--- src/sv/unwind_opcode_decoder_defines.svh ---
// assertion macros for the unwind opcode decoder
// used by the top level, expects clk and rst in scope
`ifndef UNWIND_OPCODE_DECODER_DEFINES_SVH
`define UNWIND_OPCODE_DECODER_DEFINES_SVH

// same-cycle implication
`define UOD_ASSERT_NOW(label, ante, cons, msg) \
  label: assert property (@(posedge clk) disable iff (rst) (ante) |-> (cons)) \
    else $error(msg);

// next-cycle implication
`define UOD_ASSERT_NEXT(label, ante, cons, msg) \
  label: assert property (@(posedge clk) disable iff (rst) (ante) |=> (cons)) \
    else $error(msg);

`endif

--- src/sv/uod_pkg.sv ---
// shared types and codes for the unwind opcode decoder
// used by uod_decode and unwind_opcode_decoder
package uod_pkg;

  localparam logic [3:0] CMD_FINISH    = 4'd0;
  localparam logic [3:0] CMD_DATA_POP  = 4'd1;
  localparam logic [3:0] CMD_DATA_PUSH = 4'd2;
  localparam logic [3:0] CMD_REG_POP   = 4'd3;
  localparam logic [3:0] CMD_REG_TO_SP = 4'd4;
  localparam logic [3:0] CMD_VFP_POP   = 4'd5;
  localparam logic [3:0] CMD_WREG_POP  = 4'd6;
  localparam logic [3:0] CMD_WCGR_POP  = 4'd7;
  localparam logic [3:0] CMD_REFUSED   = 4'd8;
  localparam logic [3:0] CMD_RESERVED  = 4'd9;
  localparam logic [3:0] CMD_TRUNCATED = 4'd10;

  localparam logic [2:0] PK_NONE    = 3'd0;
  localparam logic [2:0] PK_REGMASK = 3'd1;
  localparam logic [2:0] PK_LOWREGS = 3'd2;
  localparam logic [2:0] PK_ULEB    = 3'd3;
  localparam logic [2:0] PK_VFP     = 3'd4;
  localparam logic [2:0] PK_WREG    = 3'd5;
  localparam logic [2:0] PK_WCGR    = 3'd6;

  typedef struct packed {
    logic [2:0]  pending_kind;
    logic [7:0]  first_byte;
    logic [31:0] uleb_accumulator;
    logic [5:0]  uleb_shift;
    logic        halted;
  } uod_state_t;

  typedef struct packed {
    logic [3:0]  command;
    logic [31:0] data_word;
    logic        vfp_double;
    logic        vfp_shift_sixteen;
    logic        sequence_stop;
  } uod_result_t;

endpackage

--- src/sv/uod_decode.sv ---
// per-byte decode: parser state and one opcode byte in, next state and result out
// depends on uod_pkg
module uod_decode (
  input  uod_pkg::uod_state_t  state,
  input  logic [7:0]           opcode_byte,
  input  logic                 sequence_end,
  output uod_pkg::uod_state_t  state_next,
  output logic                 res_valid,
  output uod_pkg::uod_result_t res
);
  import uod_pkg::*;

  logic [2:0]  start_kind;
  logic [3:0]  cmd;
  logic [31:0] data;
  logic        dbl;
  logic        s16;
  logic        stop;
  logic [7:0]  low_mask;
  logic [31:0] uleb_shifted;
  logic [31:0] uleb_acc_upd;
  logic [5:0]  uleb_shift_upd;
  logic [8:0]  pop_bytes;

  assign low_mask  = 8'(~(8'hff << ({1'b0, opcode_byte[2:0]} + 4'd1)));
  assign pop_bytes = {1'b0, opcode_byte[5:0], 2'b00} + 9'd4;

  // ulеb group lands only while the shift is below 32
  assign uleb_shifted   = {25'b0, opcode_byte[6:0]} << state.uleb_shift[4:0];
  assign uleb_acc_upd   = state.uleb_shift[5] ? state.uleb_accumulator
                                              : (state.uleb_accumulator | uleb_shifted);
  assign uleb_shift_upd = state.uleb_shift[5] ? state.uleb_shift
                                              : (state.uleb_shift + 6'd7);

  always_comb begin
    state_next = state;
    res_valid  = 1'b0;
    start_kind = PK_NONE;
    cmd        = CMD_RESERVED;
    data       = '0;
    dbl        = 1'b0;
    s16        = 1'b0;
    if (state.halted) begin
      res_valid = 1'b0;
    end else if (state.pending_kind == PK_NONE) begin
      case (opcode_byte) inside
        [8'h00:8'h3f]: begin
          cmd  = CMD_DATA_POP;
          data = {23'b0, pop_bytes};
        end
        [8'h40:8'h7f]: begin
          cmd  = CMD_DATA_PUSH;
          data = {23'b0, pop_bytes};
        end
        [8'h80:8'h8f]: start_kind = PK_REGMASK;
        8'h9d, 8'h9f:  cmd = CMD_RESERVED;
        [8'h90:8'h9f]: begin
          cmd  = CMD_REG_TO_SP;
          data = {28'b0, opcode_byte[3:0]};
        end
        [8'ha0:8'haf]: begin
          cmd  = CMD_REG_POP;
          data = {17'b0, opcode_byte[3], 2'b00, low_mask, 4'b0000};
        end
        8'hb0: cmd = CMD_FINISH;
        8'hb1: start_kind = PK_LOWREGS;
        8'hb2: start_kind = PK_ULEB;
        8'hb3, 8'hc8, 8'hc9: start_kind = PK_VFP;
        [8'hb8:8'hbf], [8'hd0:8'hd7]: begin
          cmd  = CMD_VFP_POP;
          data = {24'b0, 5'b10000, opcode_byte[2:0]};
          dbl  = (opcode_byte[7:3] == 5'b11010);
        end
        [8'hc0:8'hc5]: begin
          cmd  = CMD_WREG_POP;
          data = {24'b0, 5'b10100, opcode_byte[2:0]};
        end
        8'hc6: start_kind = PK_WREG;
        8'hc7: start_kind = PK_WCGR;
        default: cmd = CMD_RESERVED;
      endcase
      if (start_kind != PK_NONE) begin
        state_next.pending_kind     = start_kind;
        state_next.first_byte       = opcode_byte;
        state_next.uleb_accumulator = '0;
        state_next.uleb_shift       = '0;
        if (sequence_end) begin
          res_valid = 1'b1;
          cmd       = CMD_TRUNCATED;
          data      = {24'b0, opcode_byte};
        end
      end else begin
        res_valid = 1'b1;
      end
    end else begin
      res_valid               = 1'b1;
      state_next.pending_kind = PK_NONE;
      case (state.pending_kind)
        PK_REGMASK: begin
          if (state.first_byte == 8'h80 && opcode_byte == 8'h00) begin
            cmd = CMD_REFUSED;
          end else begin
            cmd  = CMD_REG_POP;
            data = {16'b0, state.first_byte[3:0], opcode_byte, 4'b0000};
          end
        end
        PK_LOWREGS, PK_WCGR: begin
          if (opcode_byte != 8'h00 && opcode_byte[7:4] == 4'h0) begin
            cmd  = (state.pending_kind == PK_LOWREGS) ? CMD_REG_POP : CMD_WCGR_POP;
            data = {28'b0, opcode_byte[3:0]};
          end
        end
        PK_ULEB: begin
          state_next.uleb_accumulator = uleb_acc_upd;
          state_next.uleb_shift       = uleb_shift_upd;
          if (opcode_byte[7]) begin
            state_next.pending_kind = PK_ULEB;
            res_valid               = sequence_end;
            cmd                     = CMD_TRUNCATED;
            data                    = {24'b0, state.first_byte};
          end else begin
            cmd  = CMD_DATA_POP;
            data = {uleb_acc_upd[29:0], 2'b00} + 32'h0000_0204;
          end
        end
        PK_VFP: begin
          cmd  = CMD_VFP_POP;
          data = {24'b0, opcode_byte};
          s16  = (state.first_byte == 8'hc8);
          dbl  = (state.first_byte != 8'hb3);
        end
        PK_WREG: begin
          cmd  = CMD_WREG_POP;
          data = {24'b0, opcode_byte};
        end
        default: cmd = CMD_RESERVED;
      endcase
    end
    stop = sequence_end || cmd == CMD_FINISH || cmd == CMD_REFUSED
        || cmd == CMD_RESERVED || cmd == CMD_TRUNCATED;
    if (sequence_end) begin
      state_next = '0;
    end else if (res_valid && stop) begin
      state_next.halted = 1'b1;
    end
  end

  assign res = '{command: cmd, data_word: data, vfp_double: dbl,
                 vfp_shift_sixteen: s16, sequence_stop: stop};

endmodule

--- src/sv/unwind_opcode_decoder.sv ---
// top level of the unwind opcode decoder: input register, decode, result register
// depends on uod_pkg, uod_decode and unwind_opcode_decoder_defines.svh
//
//  channel  | direction | tdata              | tuser                          | tlast
//  s_*      | in        | [7:0] opcode_byte  | -                              | sequence_end
//  m_*      | out       | [31:0] data_word   | [3:0] command, [4] vfp_double, | sequence_stop
//           |           |                    | [5] vfp_shift_sixteen          |
//
// one byte per cycle unless a result stalls; results pass the input then the result register
// the rate is set by the byte-to-byte parser state, which uod_decode updates per accepted byte
// bytes that give no result never wait on m_tready
// while a result stalls, the next result byte waits in the input register and s_tready drops
// rst synchronously clears parser state and both valid flags
`include "unwind_opcode_decoder_defines.svh"

module unwind_opcode_decoder (
  input  logic        clk,
  input  logic        rst,
  input  logic        s_tvalid,
  output logic        s_tready,
  input  logic [7:0]  s_tdata,   // [7:0] opcode_byte
  input  logic        s_tlast,
  output logic        m_tvalid,
  input  logic        m_tready,
  output logic [31:0] m_tdata,   // [31:0] data_word
  output logic [7:0]  m_tuser,   // [3:0] command, [4] vfp_double, [5] vfp_shift_sixteen
  output logic        m_tlast
);
  import uod_pkg::*;

  logic        in_valid;
  logic [7:0]  in_byte;
  logic        in_last;
  logic        out_valid;
  uod_result_t out_res;
  uod_state_t  st;
  uod_state_t  st_next;
  logic        res_valid;
  uod_result_t res;
  logic        advance;

  uod_decode u_decode (
    .state        (st),
    .opcode_byte  (in_byte),
    .sequence_end (in_last),
    .state_next   (st_next),
    .res_valid    (res_valid),
    .res          (res)
  );

  assign advance  = in_valid && (!res_valid || !out_valid || m_tready);
  assign s_tready = !in_valid || advance;

  always_ff @(posedge clk) begin
    if (rst) begin
      in_valid  <= 1'b0;
      out_valid <= 1'b0;
      st        <= '0;
    end else begin
      if (s_tready) begin
        in_valid <= s_tvalid;
      end
      if (advance) begin
        st <= st_next;
      end
      if (advance && res_valid) begin
        out_valid <= 1'b1;
      end else if (m_tready) begin
        out_valid <= 1'b0;
      end
    end
  end

  always_ff @(posedge clk) begin
    if (s_tready && s_tvalid) begin
      in_byte <= s_tdata;
      in_last <= s_tlast;
    end
    if (advance && res_valid) begin
      out_res <= res;
    end
  end

  assign m_tvalid = out_valid;
  assign m_tdata  = out_res.data_word;
  assign m_tuser  = {2'b00, out_res.vfp_shift_sixteen, out_res.vfp_double, out_res.command};
  assign m_tlast  = out_res.sequence_stop;

  `UOD_ASSERT_NOW(a_stop_cmds, m_tvalid && (out_res.command == CMD_FINISH || out_res.command == CMD_REFUSED || out_res.command == CMD_RESERVED || out_res.command == CMD_TRUNCATED), m_tlast, "terminating command without sequence_stop")
  `UOD_ASSERT_NOW(a_vfp_flags, m_tvalid && out_res.command != CMD_VFP_POP, !out_res.vfp_double && !out_res.vfp_shift_sixteen, "vfp flag set on non vfp command")
  `UOD_ASSERT_NOW(a_halt_idle, st.halted, st.pending_kind == PK_NONE, "halted with an opcode pending")
  `UOD_ASSERT_NOW(a_uleb_shift, 1'b1, st.uleb_shift <= 6'd35, "uleb shift out of range")
  `UOD_ASSERT_NEXT(a_end_clears, advance && in_last, st == '0, "parser state not cleared after sequence end")

endmodule
--- config.mk ---
export PLATFORM = sky130hd
export DESIGN_NAME = unwind_opcode_decoder
export DESIGN_NICKNAME = d
export VERILOG_FILES = /design/src/sv/uod_pkg.sv /design/src/sv/uod_decode.sv /design/src/sv/unwind_opcode_decoder.sv
export VERILOG_INCLUDE_DIRS = /design/src /design/src/sv
export SDC_FILE = /design/constraint.sdc
export NUM_CORES = 1
export LEC_CHECK = 0
export BUFFER_PORTS_ARGS = -buffer_cell sky130_fd_sc_hd__buf_2
export CORE_ASPECT_RATIO = 0.9
export CORE_MARGIN = 2
export CORE_UTILIZATION = 44
export CTS_BUF_LIST = sky130_fd_sc_hd__clkbuf_4 sky130_fd_sc_hd__clkbuf_8
export CTS_CLUSTER_DIAMETER = 40
export CTS_CLUSTER_SIZE = 10
export DETAILED_ROUTE_END_ITERATION = 6
export PLACE_DENSITY = 0.68
export SYNTH_ARGS = -nofsm -noshare
export SYNTH_HDL_FRONTEND = slang
export SYNTH_SLANG_ARGS = --single-unit
--- constraint.sdc ---
create_clock -name clk -period 6.3 [get_ports clk]
set_input_delay 0.63 -clock clk [delete_from_list [all_inputs] [get_ports clk]]
set_output_delay 0.63 -clock clk [all_outputs]
set_load 0.05 [all_outputs]
==> summary.md <==
| Metric | Value |
|---|---|
| Core Box Area | 13,900 um2 |
| Initial DRC count | 642 |
| Compound-gate portion of the synthesized area | 21.5% |
| Power Dens Cells | ~200 nW/um2 |
| Crit path arrival time | between 3 and 4 ns |
| Number of warnings printed during yosys synthesis | 0 |
| Avg Inst Size Synth | around 9 um2 |
| Launch instance of the worst register-to-register path | in_byte[0] |
| Sum of net half-perimeters after detailed placement | 12,600 um |
| Worst-path clk slew | around 0.10 ns |
| Worst R2R Path Depth | 9 |
| Capture point of the critical path | s_tready |
| Clock tree from TritonCTS | yes |
| Hold Crit Class | input port to flop |
| Vias per cell | slightly above 6 |
| Gate count after technology mapping | slightly below 700 |
| Horizontal extent of the die | around 130 um |
| Fraction of final layout cells with drive strength greater than 1 | between 15 and 20% |
| RSZ-0062 raised after global routing | false |
| Critical path endpoint category | output port |
| Initial Util | between 40% and 50% |
| Number of gates given a new drive strength after cts | 0 |
| FFs w/ async S/R, synth | 0% |
| Antenna violations before repair | 0 |
| Fmax | around 0.23 GHz |
| Final net count | ~730 |
| Reg-to-reg slack, setup | between 2 and 2.5 ns |
| # DRC | 0 |
| Portion of the clock cycle consumed by the worst path in the final layout | just under 70% |
| Pin count of the biggest net entering global routing | 40 |
| Die Span Y | roughly 120 um |
| Number of maximum-capacitance constraint violations | 0 |
| Worst max-slew margin expressed relative to the limit | under 10% |
| Main synth FF type | dfxtp_1 |
| Number of synthesized flops with an enable pin | between 40 and 50 |
| Area of the die | ~15,000 um2 |
| Maximum single-stage delay on the critical path | ~0.66 ns |
| CP Cell Sequence | inv_1 -> ha_1 -> or3b_1 -> a31oi_1 -> nand2b_1 -> a21oi_1 -> o21ai_0 -> nor4b_1 -> nand2_1 -> buf_2 |
| Placer's final routability congestion estimate | 0.908 |
| Pin slew with the least headroom to its limit | 1.38 ns |
| Via count of the first global-routing pass | about 5,000 |
| Peak fanout along the critical path | 16 |
| Status | complete, no violations |
| Mux cell area share after synthesis | ~3.4% |
| Floorplan row count | just over 40 |
| Number of synthesized register bits | between 90 and 100 |
| Max rail drop VDD | ~0.15 mV |
| Final-report hold violation count | 0 |
| Area growth from synthesis to layout | 7.91% |
| Number of buffers on the longest clock path | 2 |
| Hold_buf cts | 0 |
| Worst Path Required | roughly 5.7 ns |
| Number of distinct library cells after synthesis | 83 |
| Post-CTS Repair Setup Buffers | 0 |
| Cells after DPL | ~890 |
| First-pass detailed-route iteration total | 6 |
| Number of ports placed on the die boundary | 56 |
| Number of standard cells in the layout, taps in and fillers out | about 900 |
| Final Max Tran Viols | 0 |
| Count of clock tree sinks | 98 |
| Residual antenna-violating net count after detailed routing | 0 |
| Crit path max-delay cell type | edfxtp_1 |
| Total of buffers placed on input and output ports | 53 |
| Share of the yosys chip area belonging to registers | between 30% and 40% |
| Launch point of the critical path | in_byte[0] |
| Xor-xnor portion of the synthesized cell area | roughly 3.3% |
| Kind of start point of the critical path | flop |
| Overall routing resource usage | between 20% and 30% |
| Leak Pwr | about 2.2 nW |
| Dominant combinational cell family by area after synthesis | simple AND/OR/NAND/NOR gates |
| Clk_lat worst skew | approximately 0.4 ns |
| Number of diodes added for antenna fixing | 0 |
| Min Clock Period, post-route | around 4.3 ns |
| Overall via count from detail_route | 5,631 |
| Number of failing setup endpoints in the final timing report | 0 |
| Wire per inst | between 15 and 20 um |
| Final TNS setup | 0 ns |
| Buffer type at the clock tree root | clkbuf_8 |
| H-tree depth | 3 |
| Sum of overflow across all layers after global routing | 0 |
| Worst reg2reg endpoint | m_tdata[25] |
| Simple-Gate Fraction of Synth Area | a little over a quarter |
| Wire length of the first global-routing pass | about 27,000 um |
| Design Power | roughly 0.0013 W |
| Adder-cell share of the synthesized area | between 1.5 and 2% |
| Number of buffers inserted during clock tree synthesis | 9 |
| Wire length reported by the detailed router | 17,500 um |
| Worst clock skew on the final layout | 0.0143 ns |
| Path type of the worst setup path | flop to output port |
| Filler cell count in the final layout | 1,308 |
| Synthesized cell area | about 6200 um2 |
## power breakdown
part	internal, W	switching [W]
clock network	0.000153	0.000245
registers	0.000691	0.0000245
logic	0.0000494	0.000139
## synthesized netlist by cell type (all sizes together), types with 11 or more instances
| cell type | number | area share (%) |
|---|---|---|
| nor2 | 92 | 5.7 |
| a22o | 12 | 1.7 |
| nor2b | 15 | 1.5 |
| edfxtp | 48 | 23 |
| buf | 25 | 2.4 |
| a21o | 11 | 1.4 |
| xnor2 | 14 | 2.0 |
| a21oi | 36 | 3.0 |
| o21ai | 43 | 3.5 |
| a31oi | 12 | 1.6 |
| nor3 | 42 | 3.6 |
| clkbuf | 20 | 1.2 |
| dfxtp | 50 | 16 |
| nor4 | 12 | 2.4 |
| inv | 17 | 1.0 |
| nand3 | 20 | 1.6 |
| nand2 | 40 | 2.4 |
## cell families (layout without fill, tap and decap cells)
logic type | count (synthesis) | after routing
AOI/OAI and AO/OA | 184 | 184
xor gates and xnor gates | 23 | 23
adders and majority gates | 8 | 8
buffers and inverters | 64 | 90
DFF | 98 | 98
muxes | 15 | 15
other | 1 | 2
and+or+nand+nor | 290 | 290
## sequential cells by signal, summed over array words and instances (netlist names)
signal    count
in_last       1
in_byte       8
m_tdata      32
in_valid      1
m_tuser       6
st           48
m_tlast       1
m_tvalid      1
## critical path: cells and delay by family (launching register included)
family          cells  cell delay [ns]
buf+inv             2             0.47
compound gates      3             0.51
fa+ha+maj           1             0.21
simple gates        4             1.45
flops               1             0.66
## cells in the final DEF (no fill, tap or decap), types with 5 or more instances in the layout
cell type,instances
xnor2_1,14
mux2_2,6
a31oi_1,10
xor2_1,9
a22o_1,12
clkbuf_8,9
a221o_1,5
nand2b_1,8
nor3_1,39
a21oi_1,33
a32o_1,6
nand2_1,40
dfxtp_1,50
a31o_2,5
and2_1,6
edfxtp_1,48
inv_1,16
buf_2,53
nor2_1,90
a21o_1,10
or3_1,6
ha_1,8
a221oi_1,5
nand4b_1,6
mux2i_1,5
o211ai_1,5
nand3_1,20
o21ai_0,39
nor4_1,6
nand4_1,7
a22oi_1,9
nor2b_1,15
## metrics by stage
stage | hold slack, ns | util (%) | setup WS, ns | cell area (um2)
2_1_floorplan | 0.437 | - | 2.45 | 6190
3_3_place_gp | 0.457 | 46.7 | 2.33 | 6500
3_5_place_dp | 0.472 | 46.7 | 2.17 | 6500
4_1_cts | 0.394 | 48.0 | 2.02 | 6680
5_1_grt | 0.389 | 48.0 | 1.70 | 6680
6_report | 0.408 | 48.0 | 1.97 | 6680
## metal layers
metal	GRT usage [%]	up-vias	share of wire, %
met5	0	-	0
met4	6.45	0	2.0
met3	6.87	30	8.6
met2	33.4	301	42
met1	34.9	2685	48
li1	-	2615	-
## area by class of cell
cell class	count	area [um2]	share of cell area, %
inverter	19	71.3	1.07
timing repair buffer	55	280	4.20
tap	193	241	3.62
multi-input combinational	522	3460	51.8
clock inverter	6	50.0	0.749
sequential	98	2440	36.6
clock buffer	10	131	1.97
## how the worst min path moves through the flow
stage,end,start,slack (ns),cells after the start
5_1_grt,in_byte[4],s_tdata[4],0.39,1
2_1_floorplan,st[8],st[8],0.44,2
3_5_place_dp,st[8],st[8],0.47,2
6_report,in_byte[6],s_tdata[6],0.41,1
3_3_place_gp,st[8],st[8],0.46,2
4_1_cts,in_byte[7],s_tdata[7],0.39,1
Power figures use the tool's default switching activity.
